[config.mk]
export PLATFORM = sky130hd
export DESIGN_NAME = crc_checked_serial_frame_parser_unit
export DESIGN_NICKNAME = d
export VERILOG_FILES = /design/src/rtl/csfp_pkg.sv /design/src/rtl/csfp_parser.sv /design/src/rtl/crc_checked_serial_frame_parser_unit.sv
export SDC_FILE = /design/constraint.sdc
export NUM_CORES = 1
export LEC_CHECK = 0
export BUFFER_PORTS_ARGS = -buffer_cell sky130_fd_sc_hd__buf_2
export CORE_MARGIN = 10
export CORE_UTILIZATION = 40
export CTS_CLUSTER_SIZE = 12
export DETAILED_ROUTE_END_ITERATION = 10
export PLACE_DENSITY = 0.56
export SETUP_SLACK_MARGIN = 0.02
export SYNTH_ARGS = -nofsm -noshare
export SYNTH_HDL_FRONTEND = slang
export SYNTH_SLANG_ARGS = --single-unit
[constraint.sdc]
create_clock -name clock -period 6.34 [get_ports clock]
set_input_delay 1.268 -clock clock [delete_from_list [all_inputs] [get_ports clock]]
set_output_delay 1.268 -clock clock [all_outputs]
set_load 0.02 [all_outputs]
[src/rtl/csfp_pkg.sv]
`timescale 1ns / 1ps
// Shared types, constants and byte-wide CRC functions for the serial frame parser.
// Used by csfp_parser and crc_checked_serial_frame_parser_unit.
package csfp_pkg;

   localparam int MAX_FRAME   = 512;
   localparam int POS_W       = $clog2(MAX_FRAME);
   localparam int LEN_W       = 16;
   localparam int SUM_W       = LEN_W + 1;
   localparam int CSR_IDX_W   = 1;
   localparam int CSR_DATA_W  = 10;
   localparam int MAXLEN_W    = 10;

   localparam logic [CSR_IDX_W-1:0]  CSR_START_BYTE = 1'd0;
   localparam logic [CSR_IDX_W-1:0]  CSR_MAX_FRAME  = 1'd1;

   localparam logic [7:0]          START_BYTE_RST = 8'd165;
   localparam logic [MAXLEN_W-1:0] MAX_FRAME_RST  = 10'd512;
   localparam logic [7:0]          CRC8_INIT      = 8'hFF;
   localparam logic [15:0]         CRC16_INIT     = 16'hFFFF;
   localparam logic [7:0]          CRC8_POLY      = 8'h8C;
   localparam logic [15:0]         CRC16_POLY     = 16'h8408;

   typedef enum logic [1:0] {
      PH_HUNT   = 2'd0,
      PH_HEADER = 2'd1,
      PH_BODY   = 2'd2
   } phase_type;

   typedef enum logic [1:0] {
      STAT_GOOD     = 2'd0,
      STAT_CRC16    = 2'd1,
      STAT_CRC8     = 2'd2,
      STAT_TOO_LONG = 2'd3
   } status_type;

   typedef enum logic {
      KIND_PAYLOAD = 1'b0,
      KIND_VERDICT = 1'b1
   } kind_type;

   typedef struct packed {
      kind_type    result_kind;
      logic [7:0]  payload_byte;
      logic [8:0]  payload_index;
      logic [15:0] command_id;
      logic [15:0] payload_length;
      status_type  frame_status;
      logic        last_of_frame;
   } result_type;

   function automatic logic [7:0] crc8_step(input logic [7:0] crc, input logic [7:0] b);
      logic [7:0] c;
      c = crc ^ b;
      for (int i = 0; i < 8; i++) begin
         c = c[0] ? ((c >> 1) ^ CRC8_POLY) : (c >> 1);
      end
      return c;
   endfunction

   function automatic logic [15:0] crc16_step(input logic [15:0] crc, input logic [7:0] b);
      logic [15:0] c;
      c = crc ^ {8'd0, b};
      for (int i = 0; i < 8; i++) begin
         c = c[0] ? ((c >> 1) ^ CRC16_POLY) : (c >> 1);
      end
      return c;
   endfunction

endpackage

[src/rtl/csfp_parser.sv]
`timescale 1ns / 1ps
// Frame parse state, header and frame CRCs, and control registers.
// Depends on csfp_pkg; produces at most one result per accepted byte.
module csfp_parser
   import csfp_pkg::*;
(
   input  logic                  clock,
   input  logic                  reset,
   input  logic                  byte_take,
   input  logic [7:0]            byte_data,
   input  logic                  csr_wr_en,
   input  logic [CSR_IDX_W-1:0]  csr_index,
   input  logic [CSR_DATA_W-1:0] csr_wr_data,
   output logic                  res_valid,
   output result_type            res_data
);

   logic [7:0]          start_ff;
   logic [MAXLEN_W-1:0] max_len_ff;

   phase_type        phase_ff, phase_in;
   logic [POS_W-1:0] pos_ff, pos_in;
   logic [LEN_W-1:0] hdr_len_ff, hdr_len_in;
   logic [15:0]      cmd_ff, cmd_in;
   logic [7:0]       crc8_ff, crc8_in;
   logic [15:0]      crc16_ff, crc16_in;
   logic [7:0]       rcv_lo_ff, rcv_lo_in;

   logic [7:0]       crc8_next;
   logic [15:0]      crc16_next;
   logic [SUM_W-1:0] total_len;
   logic [SUM_W-1:0] body_end;
   logic [SUM_W-1:0] pos_ext;
   logic [SUM_W-1:0] idx_wide;
   logic             too_long;

   always_ff @(posedge clock) begin
      if (reset) begin
         start_ff   <= START_BYTE_RST;
         max_len_ff <= MAX_FRAME_RST;
      end else if (csr_wr_en) begin
         unique case (csr_index)
            CSR_START_BYTE: start_ff   <= csr_wr_data[7:0];
            CSR_MAX_FRAME:  max_len_ff <= csr_wr_data[MAXLEN_W-1:0];
            default: ;
         endcase
      end
   end

   always_ff @(posedge clock) begin
      if (reset) begin
         phase_ff   <= PH_HUNT;
         pos_ff     <= '0;
         hdr_len_ff <= '0;
         cmd_ff     <= '0;
         crc8_ff    <= CRC8_INIT;
         crc16_ff   <= CRC16_INIT;
         rcv_lo_ff  <= '0;
      end else if (byte_take) begin
         phase_ff   <= phase_in;
         pos_ff     <= pos_in;
         hdr_len_ff <= hdr_len_in;
         cmd_ff     <= cmd_in;
         crc8_ff    <= crc8_in;
         crc16_ff   <= crc16_in;
         rcv_lo_ff  <= rcv_lo_in;
      end
   end

   always_comb begin
      crc8_next  = crc8_step(crc8_ff, byte_data);
      crc16_next = crc16_step(crc16_ff, byte_data);
      total_len  = SUM_W'(hdr_len_ff) + SUM_W'(9);
      body_end   = SUM_W'(hdr_len_ff) + SUM_W'(7);
      pos_ext    = SUM_W'(pos_ff);
      idx_wide   = pos_ext - SUM_W'(7);
      too_long   = (total_len > SUM_W'(max_len_ff)) || (total_len > SUM_W'(MAX_FRAME));

      phase_in   = phase_ff;
      pos_in     = pos_ff;
      hdr_len_in = hdr_len_ff;
      cmd_in     = cmd_ff;
      crc8_in    = crc8_ff;
      crc16_in   = crc16_ff;
      rcv_lo_in  = rcv_lo_ff;

      res_valid  = 1'b0;
      res_data   = '{result_kind:    KIND_VERDICT,
                     payload_byte:   8'd0,
                     payload_index:  9'd0,
                     command_id:     16'd0,
                     payload_length: 16'd0,
                     frame_status:   STAT_GOOD,
                     last_of_frame:  1'b1};

      unique case (phase_ff)
         PH_HUNT: begin
            if (byte_data == start_ff) begin
               crc8_in    = crc8_step(CRC8_INIT, byte_data);
               crc16_in   = crc16_step(CRC16_INIT, byte_data);
               hdr_len_in = '0;
               cmd_in     = '0;
               rcv_lo_in  = '0;
               pos_in     = POS_W'(1);
               phase_in   = PH_HEADER;
            end
         end
         PH_HEADER: begin
            if (pos_ff == POS_W'(1)) begin
               hdr_len_in = {8'd0, byte_data};
            end else if (pos_ff == POS_W'(2)) begin
               hdr_len_in = {byte_data, hdr_len_ff[7:0]};
            end
            if (pos_ff < POS_W'(4)) begin
               crc8_in  = crc8_next;
               crc16_in = crc16_next;
               pos_in   = pos_ff + POS_W'(1);
            end else if (byte_data != crc8_ff) begin
               phase_in  = PH_HUNT;
               pos_in    = '0;
               res_valid = 1'b1;
               res_data.frame_status = STAT_CRC8;
            end else if (too_long) begin
               crc16_in  = crc16_next;
               phase_in  = PH_HUNT;
               pos_in    = '0;
               res_valid = 1'b1;
               res_data.payload_length = hdr_len_ff;
               res_data.frame_status   = STAT_TOO_LONG;
            end else begin
               crc16_in = crc16_next;
               pos_in   = POS_W'(5);
               phase_in = PH_BODY;
            end
         end
         PH_BODY: begin
            if (pos_ext < body_end) begin
               crc16_in = crc16_next;
               pos_in   = pos_ff + POS_W'(1);
               if (pos_ff == POS_W'(5)) begin
                  cmd_in = {8'd0, byte_data};
               end else if (pos_ff == POS_W'(6)) begin
                  cmd_in = {byte_data, cmd_ff[7:0]};
               end else begin
                  res_valid = 1'b1;
                  res_data.result_kind    = KIND_PAYLOAD;
                  res_data.payload_byte   = byte_data;
                  res_data.payload_index  = idx_wide[8:0];
                  res_data.command_id     = cmd_ff;
                  res_data.payload_length = hdr_len_ff;
                  res_data.last_of_frame  = 1'b0;
               end
            end else if (pos_ext == body_end) begin
               rcv_lo_in = byte_data;
               pos_in    = pos_ff + POS_W'(1);
            end else begin
               phase_in  = PH_HUNT;
               pos_in    = '0;
               res_valid = 1'b1;
               res_data.command_id     = cmd_ff;
               res_data.payload_length = hdr_len_ff;
               res_data.frame_status   = ({byte_data, rcv_lo_ff} == crc16_ff) ?
                                         STAT_GOOD : STAT_CRC16;
            end
         end
         default: begin
            phase_in = PH_HUNT;
            pos_in   = '0;
         end
      endcase
   end

endmodule

[src/rtl/crc_checked_serial_frame_parser_unit.sv]
`timescale 1ns / 1ps
// Top level of the CRC-checked serial frame parser: ports and result register.
// Depends on csfp_pkg and csfp_parser.
//
// Takes one received byte per clock and gives at most one result per byte,
// registered in a single result register: each payload byte as it arrives,
// and one verdict word closing every frame whose header got through the start
// byte hunt (good, CRC16 bad, header CRC8 bad, or frame too long). A byte is
// taken in the same cycle the pending result is taken, so the input only stalls
// while the result register is full and rsp_stall is high. There is no start-up
// delay after reset. Write csr_ registers only while no frame is in flight.
module crc_checked_serial_frame_parser_unit
   import csfp_pkg::*;
(
   input  logic                  clock,
   input  logic                  reset,
   input  logic                  req_valid,
   output logic                  req_stall,
   input  logic [7:0]            req_rx_byte,
   output logic                  rsp_valid,
   input  logic                  rsp_stall,
   output logic                  rsp_result_kind,
   output logic [7:0]            rsp_payload_byte,
   output logic [8:0]            rsp_payload_index,
   output logic [15:0]           rsp_command_id,
   output logic [15:0]           rsp_payload_length,
   output logic [1:0]            rsp_frame_status,
   output logic                  rsp_last_of_frame,
   input  logic                  csr_wr_en,
   input  logic [CSR_IDX_W-1:0]  csr_index,
   input  logic [CSR_DATA_W-1:0] csr_wr_data
);

   logic       take;
   logic       res_valid;
   result_type res_data;
   logic       rsp_valid_ff;
   result_type rsp_data_ff;

   assign req_stall = rsp_valid_ff && rsp_stall;
   assign take      = req_valid && !req_stall;

   csfp_parser u_parser (
      .clock       (clock),
      .reset       (reset),
      .byte_take   (take),
      .byte_data   (req_rx_byte),
      .csr_wr_en   (csr_wr_en),
      .csr_index   (csr_index),
      .csr_wr_data (csr_wr_data),
      .res_valid   (res_valid),
      .res_data    (res_data)
   );

   always_ff @(posedge clock) begin
      if (reset) begin
         rsp_valid_ff <= 1'b0;
      end else if (take && res_valid) begin
         rsp_valid_ff <= 1'b1;
      end else if (!rsp_stall) begin
         rsp_valid_ff <= 1'b0;
      end
   end

   always_ff @(posedge clock) begin
      if (take && res_valid) begin
         rsp_data_ff <= res_data;
      end
   end

   assign rsp_valid          = rsp_valid_ff;
   assign rsp_result_kind    = rsp_data_ff.result_kind;
   assign rsp_payload_byte   = rsp_data_ff.payload_byte;
   assign rsp_payload_index  = rsp_data_ff.payload_index;
   assign rsp_command_id     = rsp_data_ff.command_id;
   assign rsp_payload_length = rsp_data_ff.payload_length;
   assign rsp_frame_status   = rsp_data_ff.frame_status;
   assign rsp_last_of_frame  = rsp_data_ff.last_of_frame;

endmodule
* Yosys cells after proc, flatten, opt, wreduce, memory -nomap -nowiden
Index checks and enable logic that the tools add are counted.
** Word-level totals
- Memories kept :: 0
- RAM bits :: 0
- Bits in read-only memories :: 0
- Register bits after elaboration :: 147
- Output and inout bits :: 55
- Bits in latches :: 0
** Cells by class
- Add/sub/neg operators :: 4
- $lt $le $gt $ge :: 4
- Equal/unequal tests :: 23
- Reductions and logical operators :: 22
- Div/mod/pow operators :: 0
- Multiplexer cells :: 88
- Shifts and indexed selects :: 0
- Multiply operators :: 0
- Bitwise operators :: 39
** Operator list (number)
- 2-to-1 mux 16 bit :: 27
- 2-to-1 mux 8 bit :: 21
- NOT 2 -> 3 bit :: 32
- 2-to-1 mux 32 bit :: 2
- one-hot mux 16 bit (2 select lines) :: 2
- 2-to-1 mux 50 bit :: 1
- one-hot mux 16 bit (3 select lines) :: 1
- 2-to-1 mux 9 bit :: 5
- 2-to-1 mux 18 bit :: 2
- one-hot mux 18 bit (2 select lines) :: 1
- 2-to-1 mux 34 bit :: 1
- one-hot mux 8 bit (2 select lines) :: 2
- one-hot mux 9 bit (3 select lines) :: 1
- AND reduction 5 bit :: 5
- == test 9 x 3 -> 1 bit, second input constant :: 2
- adder 16 x 3 -> 17 bit, second input constant :: 1
- adder 16 x 4 -> 17 bit, second input constant :: 1
- == test 9 x 17 -> 1 bit :: 1
- > comparator 17 x 10 -> 1 bit :: 1
- > comparator 17 x 10 -> 1 bit, second input constant :: 1
- less-than comparator 9 x 17 -> 1 bit :: 1
- == test 16 bit :: 1
- 2-to-1 mux 2 bit :: 8
- NOT 8 -> 16 bit :: 1
- other kinds (31) :: 59

* Logic depth before layout (Yosys ltp)
Gate-level depths: netlist of run 1.
- Depth in word-level cells :: 20
- Mapped depth :: 16
- Depth with buffers taken out :: 14

* Cells and area by module
A second synthesis of run 1 with hierarchy kept.
** Unflattened totals
- Cells, all modules :: 874
- Area total of the unflattened synthesis :: 8104.0 um^2
** By module, submodules not included
- csfp_parser :: cells each 814, instances 1, sequential area each 1861.8 um^2, area each 6463.7 um^2
- crc_checked_serial_frame_parser_unit :: cells each 60, instances 1, sequential area each 1611.5 um^2, area each 1640.3 um^2

* Least setup slack after synthesis of run 1
Ideal clock, no wire load.
- Path type :: register to register
- Start :: register u_parser.hdr_len_ff[0]
- End :: register rsp_data_ff, in the netlist rsp_command_id[0], enable pin
- Stages on the path, launching flop included :: 15
- Buffers on the path :: 2
- Slack :: 0.537 ns
- Period minus slack after synthesis :: 5.803 ns
- Data arrival time :: 5.324 ns
- Setup time :: 0.479 ns
- Required time :: 5.861 ns
- Path through :: dfxtp_1 -> buf_2 -> inv_1 -> ha_1 -> nand2b_1 -> nand2_1 -> xor2_1 -> ha_1 -> nand4_1 -> a21o_1 -> a21o_1 -> a211oi_2 -> o221ai_2 -> buf_6 -> a21oi_1
** Between the ends
- Longest elaborated chain between the ends :: 8
** Ends and longest elaborated chain
- start, declared :: RTL line csfp_parser.sv:23 : logic [LEN_W-1:0] hdr_len_ff, hdr_len_in;
- start signal, assigned :: RTL line csfp_parser.sv:62 : hdr_len_ff <= hdr_len_in;
- adder 16 x 4 -> 17 bit :: RTL line csfp_parser.sv:73 : total_len = SUM_W'(hdr_len_ff) + SUM_W'(9);
- > comparator 17 x 10 -> 1 bit :: RTL line csfp_parser.sv:77 : too_long = (total_len > SUM_W'(max_len_ff)) || (total_len > SUM_W'(MAX_FRAME));
- logical OR 1 bit :: RTL line csfp_parser.sv:77
- 2-to-1 mux 1 bit :: RTL line csfp_parser.sv:123 : end else if (too_long) begin
- 2-to-1 mux 1 bit :: RTL line csfp_parser.sv:118 : end else if (byte_data != crc8_ff) begin
- 2-to-1 mux 1 bit :: RTL line csfp_parser.sv:114 : if (pos_ff < POS_W'(4)) begin
- one-hot mux 1 bit (2 select lines) (*) :: RTL line csfp_parser.sv:96 : unique case (phase_ff)
- logical AND 1 bit (*) :: RTL line crc_checked_serial_frame_parser_unit.sv:66 : if (take && res_valid) begin
- end signal, assigned :: RTL line crc_checked_serial_frame_parser_unit.sv:67 : rsp_data_ff <= res_data;
- end, declared :: RTL line crc_checked_serial_frame_parser_unit.sv:38 : result_type rsp_data_ff;
Mark *: on every way between the ends. The rest lies on a longest branch, timed or not.
A chain may end at the register's enable or synchronous reset.

* Final worst setup path of run 1
- Start :: register u_parser.hdr_len_ff[3]
- End :: register rsp_data_ff, in the netlist rsp_frame_status[1], enable pin
Same word-level chain as after synthesis.

==> results of run 1 <==
-- cells by family (layout without fill, tap and decap cells) --
logic type,after synthesis,after routing,synth area share
buf+inv,101,149,0.0500
compound gates,179,179,0.147
xor+xnor,119,119,0.121
fa+ha+maj,31,31,0.0440
simple gates,368,368,0.206
flops,146,146,0.391
mux,36,36,0.0419
-- worst max-delay path by stage --
stage,start,endpoint,slack [ns]
finish,u_parser.hdr_len_ff[3],rsp_frame_status[1],1.81
CTS,u_parser.hdr_len_ff[3],rsp_frame_status[1],1.79
global placement,u_parser.hdr_len_ff[0],rsp_frame_status[1],1.92
global route,u_parser.hdr_len_ff[3],rsp_payload_length[9],1.50
floorplan,u_parser.hdr_len_ff[0],rsp_command_id[0],0.54
detailed placement,u_parser.hdr_len_ff[0],rsp_payload_length[5],1.81
-- flip-flops by register name (all words and copies together) (netlist names), 2 cells and up --
name	flops
u_parser.rcv_lo_ff	8
u_parser.crc16_ff	16
rsp_payload_length	16
rsp_payload_index	9
rsp_payload_byte	8
u_parser.phase_ff	2
u_parser.pos_ff	9
u_parser.cmd_ff	16
u_parser.crc8_ff	8
rsp_frame_status	2
rsp_command_id	16
u_parser.max_len_ff	10
u_parser.hdr_len_ff	16
u_parser.start_ff	8
-- cell type report --
cell class | instances | area share
Sequential cell | 146 | 0.349
Inverter | 33 | 0.0126
Clock buffer | 22 | 0.0502
Timing Repair Buffer | 84 | 0.0442
Clock inverter | 10 | 0.00736
Tap cell | 280 | 0.0355
Multi-Input combinational cell | 733 | 0.501
-- where the power goes --
part | switching [mW] | internal (mW)
Clock | 0.401 | 0.557
Sequential | 0.00511 | 0.970
Combinational | 0.0836 | 0.0536
Total | 0.490 | 1.58
-- cell usage in the layout (no fill, tap or decap), types with 5 or more instances in the layout --
master,count
o211ai_1,13
o2111ai_1,11
xnor2_1,82
a22oi_1,9
a31oi_1,13
and2_1,28
a211oi_1,9
nor2_1,90
a21oi_1,44
nor2b_1,7
xor2_1,35
nor4_1,5
nand4_1,15
buf_2,78
inv_1,31
nand3_1,40
ha_1,31
mux2i_1,34
edfxtp_1,52
nand2_1,119
buf_4,6
a21oi_2,10
nor3_1,19
o221ai_1,5
o21ai_0,27
clkbuf_16,18
and3_1,18
dfxtp_1,94
-- layer usage --
layer  GRT usage  vias up
met2       0.249      158
li1            -     3508
met5           0        -
met1       0.225     3381
met3      0.0324       15
met4      0.0488        0
-- tightest hold or removal path: stages (launching register included) --
cell     delay (ns)
dfxtp_1        0.31
nand2_1        0.05
mux2i_1        0.05
==> flow_summary.yaml, run 1 <==
outcome:
  status: "complete, no violations"
global_route:
  overflow: 0
  grt_pass1_vias: 6705
  antenna_found_initial: 0
  track_usage: 0.162
  grt_max_degree: 48
  grt_pass1_wl_mm: 37.0
cells_and_area:
  synthToLayoutAreaGrowth_pct: 11.9
  register_area_sq_um: 3440
  drive_above_1_share: 0.152
  fin_area_sq_um: 9860
  multiInputGateArea_sq_um: 4940
  fin_util: 0.453
  n_antenna_cell: 0
  finish.net_count: 1070
  final-instance-count-excl-fill: 1308
  fill_cells: 2161
placement:
  io_buffers: 78
  dp.cells: 1276
  place.gp.congestion: 0.866
  place_area_sq_um: 9290
  dp_hpwl_mm: 16.8
  post-place-ws_ns: 1.81
setup_path:
  crit_path_start_kind: "flip-flop"
  crit_fanout: 34
  r2r_end: "rsp_frame_status[1]"
  r2r_start: "u_parser.hdr_len_ff[3]"
  slowest_stage: "dfxtp_1"
  end_kind: "flip-flop"
  path_class: "flip-flop to flip-flop"
  worstPathCellList: "and3_1 > nand2_1 > xor2_1 > ha_1 > nand4_1 > a21o_1 > a21o_1 > a211oi_2 > o221ai_2 > buf_4 > a21oi_4 > buf_4"
  crit_family: "compound AO/OA/AOI/OAI gates"
  critical_path_required_ns: 6.41
  rrSetupSlack_ns: 1.81
  crit_arrival_ns: 4.60
  cp_num_buf_inv: 2
  critPathMaxStageDelay_ns: 0.71
  path_depth: 12
  reg2regPathDepth: 12
die:
  core.rowCount: 54
  die_h_microns: 168
  die-area_sq_um: 28400
  coreArea_sq_um: 21800
  start_util: 0.405
  die_w_microns: 168
  ios: 79
synth:
  synth_flop_cell: "dfxtp_1"
  yosysTopAreaCellShare: 0.214
  synthArstFlopShare: 0
  synthDistinctLibCells: 83
  syn_area_sq_um: 8810
  synth_warnings: 0
  synth_edf_count: 52
  synth_area_leader_cell: "dfxtp_1"
  ys_top_cells_by_area: "dfxtp_1 (21%), edfxtp_1 (18%), xnor2_1 (8.1%), nand2_1 (5.1%), ha_1 (4.4%)"
  syn_area_per_cell_sq_um: 8.99
  synth_common_cells: "nand2_1 (119), dfxtp_1 (94), nor2_1 (90)"
  ys_ff_latch: 146
  yosysMostFrequentCell: "nand2_1"
  syn_inst: 980
  yosysSeqAreaShare: 0.391
  syn_nets: 1035
worst_hold_path:
  hold_path.class: "flip-flop to flip-flop"
  whs_path_depth: 2
  min_from: "u_parser.cmd_ff[10]"
  holdPathEnd: "u_parser.cmd_ff[10]"
clock_network:
  root_buffer: "clkbuf_16"
  cts.sinks: 146
  postCtsSetupBuffers: 0
  cts_tree: "yes"
  numCtsBuffers: 17
  htree_levels: 4
  cts-resized-gates: 0
  worstSkewPairLatency_ns: 0.42
  cts_hold_repair.buffers: 0
  clk_path_buf_depth: 2
  clk_pin_slew_ns: 0.06
detailed_routing:
  ant_nets: 0
  vias: 7062
  drt-total-wl_mm: 23.3
  wl_met3_mm: 1.12
  dr.pass1.iters: 5
  met2WireLength_mm: 10.4
  top_layer_used: "met4"
  wl_per_cell_microns: 17.8
  drc_errors: 0
  drtIter0Drc: 481
  wl_met1_mm: 11.4
  vias_per_cell: 5.40
timing:
  slew_headroom: 0.297
  setup_viol: 0
  rsz0062_at_grt: "false"
  hold_viol_final: 0
  slew_violations: 0
  final.period_utilization: 0.714
  worst_hold_slack_ns: 0.455
  worstMarginPinSlew_ns: 1.05
  fin_setup_tns_ns: 0
  finalClockSkew_ns: 0.00663
  fmax_mhz: 221
  fin_crit_ns: 4.53
  worst_slack_ns: 1.81
pwr:
  p_leak_nw: 3.59
  p_per_area_nw_per_um2: 210
  peakVddDrop_v: 0.000152
  power_mw: 2.07
run:
  maxCapViolCount: 0
No activity file was read; power rests on OpenSTA's default activity.
==> inputs of run 2 (changes only) <==
Clock period 6.34 ns to 4.55 ns, I/O delays scaled along.
==> run 2 against run 1 <==
Net effect:
- via count barely moved
- global-route usage up 0.44 points
- die area unchanged
- non-clock buffer count grew 12
- sequential share of layout area decreased by 0.51 points
- routed wire length is 2.0% higher
- critical path type unchanged
- clock skew grew 0.0025 ns
- critical path depth increased by 1
- total power increased by 45%
- flip-flop and latch count did not move
- cell count rose by 0.92%
==> flow_summary.yaml, run 2 (same netlist as run 1, synthesis figures left out) <==
placement:
  post-place-ws_ns: 0.307
  io_buffers: 78
  dp_hpwl_mm: 16.9
  place_area_sq_um: 9380
  place.gp.congestion: 0.875
pwr:
  peakVddDrop_v: 0.000181
  p_per_area_nw_per_um2: 300
  p_leak_nw: 3.69
clock_network:
  clk_path_buf_depth: 2
  cts_tree: "yes"
  root_buffer: "clkbuf_16"
  worstSkewPairLatency_ns: 0.42
  postCtsSetupBuffers: 0
  numCtsBuffers: 17
  clk_pin_slew_ns: 0.06
  cts.sinks: 146
  cts-resized-gates: 0
  cts_hold_repair.buffers: 0
  htree_levels: 4
outcome:
  status: "complete, no violations"
setup_path:
  critical_path_required_ns: 4.67
  crit_fanout: 34
  path_class: "flip-flop to flip-flop"
  end_kind: "flip-flop"
  crit_path_start_kind: "flip-flop"
  rrSetupSlack_ns: 0.60
  crit_arrival_ns: 4.08
die:
  start_util: 0.405
  die_w_microns: 168
  core.rowCount: 54
  coreArea_sq_um: 21800
  ios: 79
  die_h_microns: 168
  die-area_sq_um: 28400
cells_and_area:
  layout_commonest_cell: "nand2_1"
  fin_area_sq_um: 10000
  n_antenna_cell: 0
  fin_util: 0.460
  drive_above_1_share: 0.163
  synthToLayoutAreaGrowth_pct: 13.6
  mostFrequentLayoutCells: "nand2_1 (119), dfxtp_1 (94), nor2_1 (90), xnor2_1 (82), buf_2 (78)"
  finish.net_count: 1082
global_route:
  overflow: 0
  grt_pass1_vias: 6791
  track_usage: 0.167
  antenna_found_initial: 0
  grt_pass1_wl_mm: 38.2
  grt_max_degree: 72
detailed_routing:
  drtIter0Drc: 636
  drt-total-wl_mm: 23.7
  dr.pass1.iters: 5
  drc_errors: 0
  vias_per_cell: 5.35
  vias: 7065
  ant_nets: 0
  wl_per_cell_microns: 18.0
timing:
  worst_hold_slack_ns: 0.458
  hold_viol_final: 0
  fin_crit_ns: 3.95
  fin_setup_tns_ns: 0
  worstMarginPinSlew_ns: 1.17
  fmax_mhz: 253
  setup_viol: 0
  slew_headroom: 0.214
  worst_slack_ns: 0.598
  final.period_utilization: 0.869
  finalClockSkew_ns: 0.00910
  rsz0062_at_grt: "false"
  slew_violations: 0
worst_hold_path:
  hold_path.class: "flip-flop to flip-flop"
run:
  maxCapViolCount: 0
[run 2: changes by cell type in the layout (fill, tap and decap cells not counted), moves of 2 or more]
cell | before | now
buf_4 | 6 | 18
clkinvlp_4 | 4 | 2
clkbuf_16 | 18 | 20
clkbuf_8 | 3 | 1
[run 2: cell type report]
type	count	area [sq um]
well taps	280	350
flip-flops and latches	146	3440
repair buffers	96	526
inverters	33	124
clock inverters	11	111
multi-input cells	733	4940
fillers	2158	11700
clock buffers	21	514
[run 2: path summary, 6_finish.rpt]
path,start,cells after the start,to
max,u_parser.hdr_len_ff[0],13,rsp_payload_byte[6]
min,u_parser.max_len_ff[6],2,u_parser.max_len_ff[6]
max reg2reg,u_parser.hdr_len_ff[0],13,rsp_payload_byte[6]
min reg2reg,u_parser.max_len_ff[6],2,u_parser.max_len_ff[6]
[run 2: worst max-delay path, cell delays in order, from the launching register on]
cell      delay, ns
dfxtp_1        0.59
ha_1           0.37
a21oi_4        0.12
nor2_1         0.23
xor2_1         0.21
ha_1           0.27
a211oi_1       0.28
o211ai_1       0.14
a21oi_1        0.19
o22ai_2        0.14
nor4_2         0.48
nand2b_1       0.26
a21oi_4        0.08
buf_4          0.27
[run 2: layer usage]
layer	up-vias	GRT usage	wire length, microns
li1	3518	-	-
met1	3357	0.228	11400
met2	170	0.260	10800
met3	20	0.0347	1260
met4	0	0.0439	248
met5	-	0	0
[run 2: power breakdown]
group          switching, mW  leakage, nW  internal [mW]
Sequential           0.00696         1.21           1.35
Combinational          0.118         2.18         0.0762
Clock                  0.577        0.304          0.876
[run 2: metrics by stage]
stage	power, mW	std cells
2_1_floorplan	1.53	980
3_3_place_gp	1.58	1287
3_5_place_dp	1.58	1287
4_1_cts	3.04	1319
5_1_grt	3.11	1320
6_report	3.00	1320
==> inputs of run 3 (changes only) <==
Settings changed: RECOVER_POWER from default to 100.
==> run 3 against run 2 <==
Net effect:
- the run now ends with max-capacitance violations, max-slew violations left
- total power is essentially flat
- critical path type unchanged
- clock skew is essentially flat
- routed wire length grew 0.20%
- largest power group unchanged
- critical path depth is the same
- non-clock buffer count is the same
- clock power is essentially flat
- register-to-register slack lost 0.15 ns
- cell area shrank 1.6%
- global-route usage is the same
==> flow_summary.yaml, run 3 (same netlist as run 1, synthesis figures left out) <==
timing:
  fin_setup_tns_ns: 0
  final.period_utilization: 0.903
  worst_hold_slack_ns: 0.458
  slew_headroom: -0.479
  worstMarginPinSlew_ns: 2.22
  finalClockSkew_ns: 0.00899
  rsz0062_at_grt: "false"
  setup_viol: 0
  slew_violations: 63
  fmax_mhz: 243
  fin_crit_ns: 4.11
  hold_viol_final: 0
clock_network:
  root_buffer: "clkbuf_16"
  worstSkewPairLatency_ns: 0.42
  clk_path_buf_depth: 2
  htree_levels: 4
  cts_hold_repair.buffers: 0
  cts-resized-gates: 0
  numCtsBuffers: 17
  cts_tree: "yes"
  clk_pin_slew_ns: 0.06
  cts.sinks: 146
die:
  ios: 79
  die-area_sq_um: 28400
  core.rowCount: 54
  die_w_microns: 168
  die_h_microns: 168
  coreArea_sq_um: 21800
  start_util: 0.405
detailed_routing:
  ant_nets: 0
  drc_errors: 0
  drtIter0Drc: 566
  drt-total-wl_mm: 23.8
  wl_per_cell_microns: 18.0
  dr.pass1.iters: 5
  vias: 7062
  vias_per_cell: 5.35
pwr:
  p_leak_nw: 3.51
  peakVddDrop_v: 0.000181
  p_per_area_nw_per_um2: 305
cells_and_area:
  register_area_sq_um: 3440
  layout_commonest_cell: "nand2_1"
  fin_util: 0.452
  synthToLayoutAreaGrowth_pct: 11.7
  n_antenna_cell: 0
  finish.net_count: 1082
  fill_cells: 2193
  drive_above_1_share: 0.0904
  mostFrequentLayoutCells: "nand2_1 (119), dfxtp_1 (94), nor2_1 (90), xnor2_1 (82), clkbuf_1 (63)"
  multiInputGateArea_sq_um: 4870
  fin_area_sq_um: 9840
setup_path:
  cpMostUsedCell: "a21oi_1"
  path_class: "flip-flop to flip-flop"
  crit_fanout: 34
  reg2regPathDepth: 13
  crit_arrival_ns: 4.23
  critPathMaxStageDelay_ns: 0.50
  path_depth: 13
  crit_path_start_kind: "flip-flop"
  end_kind: "flip-flop"
  crit_family: "compound AO/OA/AOI/OAI gates"
  slowest_stage: "a21oi_1"
  worstPathCellList: "ha_1 > a21oi_1 > nor2_1 > xor2_1 > ha_1 > a211oi_1 > o211ai_1 > a21oi_1 > o22ai_1 > nor4_2 > nand2b_1 > a21oi_1 > buf_4"
  critical_path_required_ns: 4.68
  cp_num_buf_inv: 1
placement:
  io_buffers: 78
  place_area_sq_um: 9380
  dp_hpwl_mm: 16.9
  place.gp.congestion: 0.875
global_route:
  grt_max_degree: 72
  track_usage: 0.167
  overflow: 0
  grt_pass1_wl_mm: 38.2
  busiest_layer: "met2"
  grt_use_met2: 0.260
  met1_usage: 0.228
  antenna_found_initial: 0
  grtUsageMet3: 0.0347
  grt_pass1_vias: 6791
outcome:
  failed_checks: "max-capacitance violations, max-slew violations"
  status: "finished, violations left"
worst_hold_path:
  whs_path_depth: 2
  hold_path.class: "flip-flop to flip-flop"
run:
  maxCapViolCount: 2
==> run 3: worst paths after layout <==
| check | startpoint | to | slack [ns] |
|---|---|---|---|
| worst max-delay path | u_parser.hdr_len_ff[0] | rsp_command_id[12] | 0.44 |
| worst min-delay path | u_parser.max_len_ff[7] | u_parser.max_len_ff[7] | 0.46 |
| worst max register to register | u_parser.hdr_len_ff[0] | rsp_command_id[12] | 0.44 |
| worst min register to register | u_parser.max_len_ff[7] | u_parser.max_len_ff[7] | 0.46 |
==> run 3: power by group <==
part	total (mW)	internal [mW]	leakage, nW	switching (mW)
clock network	1.45	0.875	0.304	0.579
logic	0.192	0.0748	2.00	0.117
registers	1.36	1.35	1.21	0.00697
total	3.00	2.30	3.51	0.702
==> run 3: metrics by stage <==
| step | cells | power [mW] | worst slack [ns] |
|---|---|---|---|
| 3_5_place_dp | 1287 | 1.58 | 0.307 |
| 6_report | 1320 | 3.00 | 0.443 |
| 4_1_cts | 1319 | 3.04 | 0.260 |
| 5_1_grt | 1320 | 3.11 | 0.243 |
| 2_1_floorplan | 980 | 1.53 | 0.458 |
| 3_3_place_gp | 1287 | 1.58 | 0.430 |
==> run 3: area by class of cell <==
cell class / count / area share
multi-input combinational: 733 / 0.494
sequential: 146 / 0.350
clock inverter: 11 / 0.0113
tap: 280 / 0.0356
timing repair buffer: 96 / 0.0441
clock buffer: 21 / 0.0522
inverter: 33 / 0.0126
==> run 3: tightest hold or removal path, delay by kind of cell, from the launching register on <==
kind	cells	cell delay, ns
DFF	1	0.31
AOI/OAI and AO/OA	1	0.05
and+or+nand+nor	1	0.05
==> run 3: what timing repair did <==
action / 4_1_cts / 5_1_grt
buffers inserted: 0 / 1
endpoints found under the hold margin: 0 / 0
endpoints found under the setup margin: 0 / 34
==> run 3: layer usage <==
layer / share of wire / up-vias / routed length, microns
met5: 0 / - / 0
met4: 0.0097 / 0 / 231
met3: 0.051 / 16 / 1220
met2: 0.46 / 184 / 10800
met1: 0.48 / 3334 / 11500
li1: - / 3528 / -
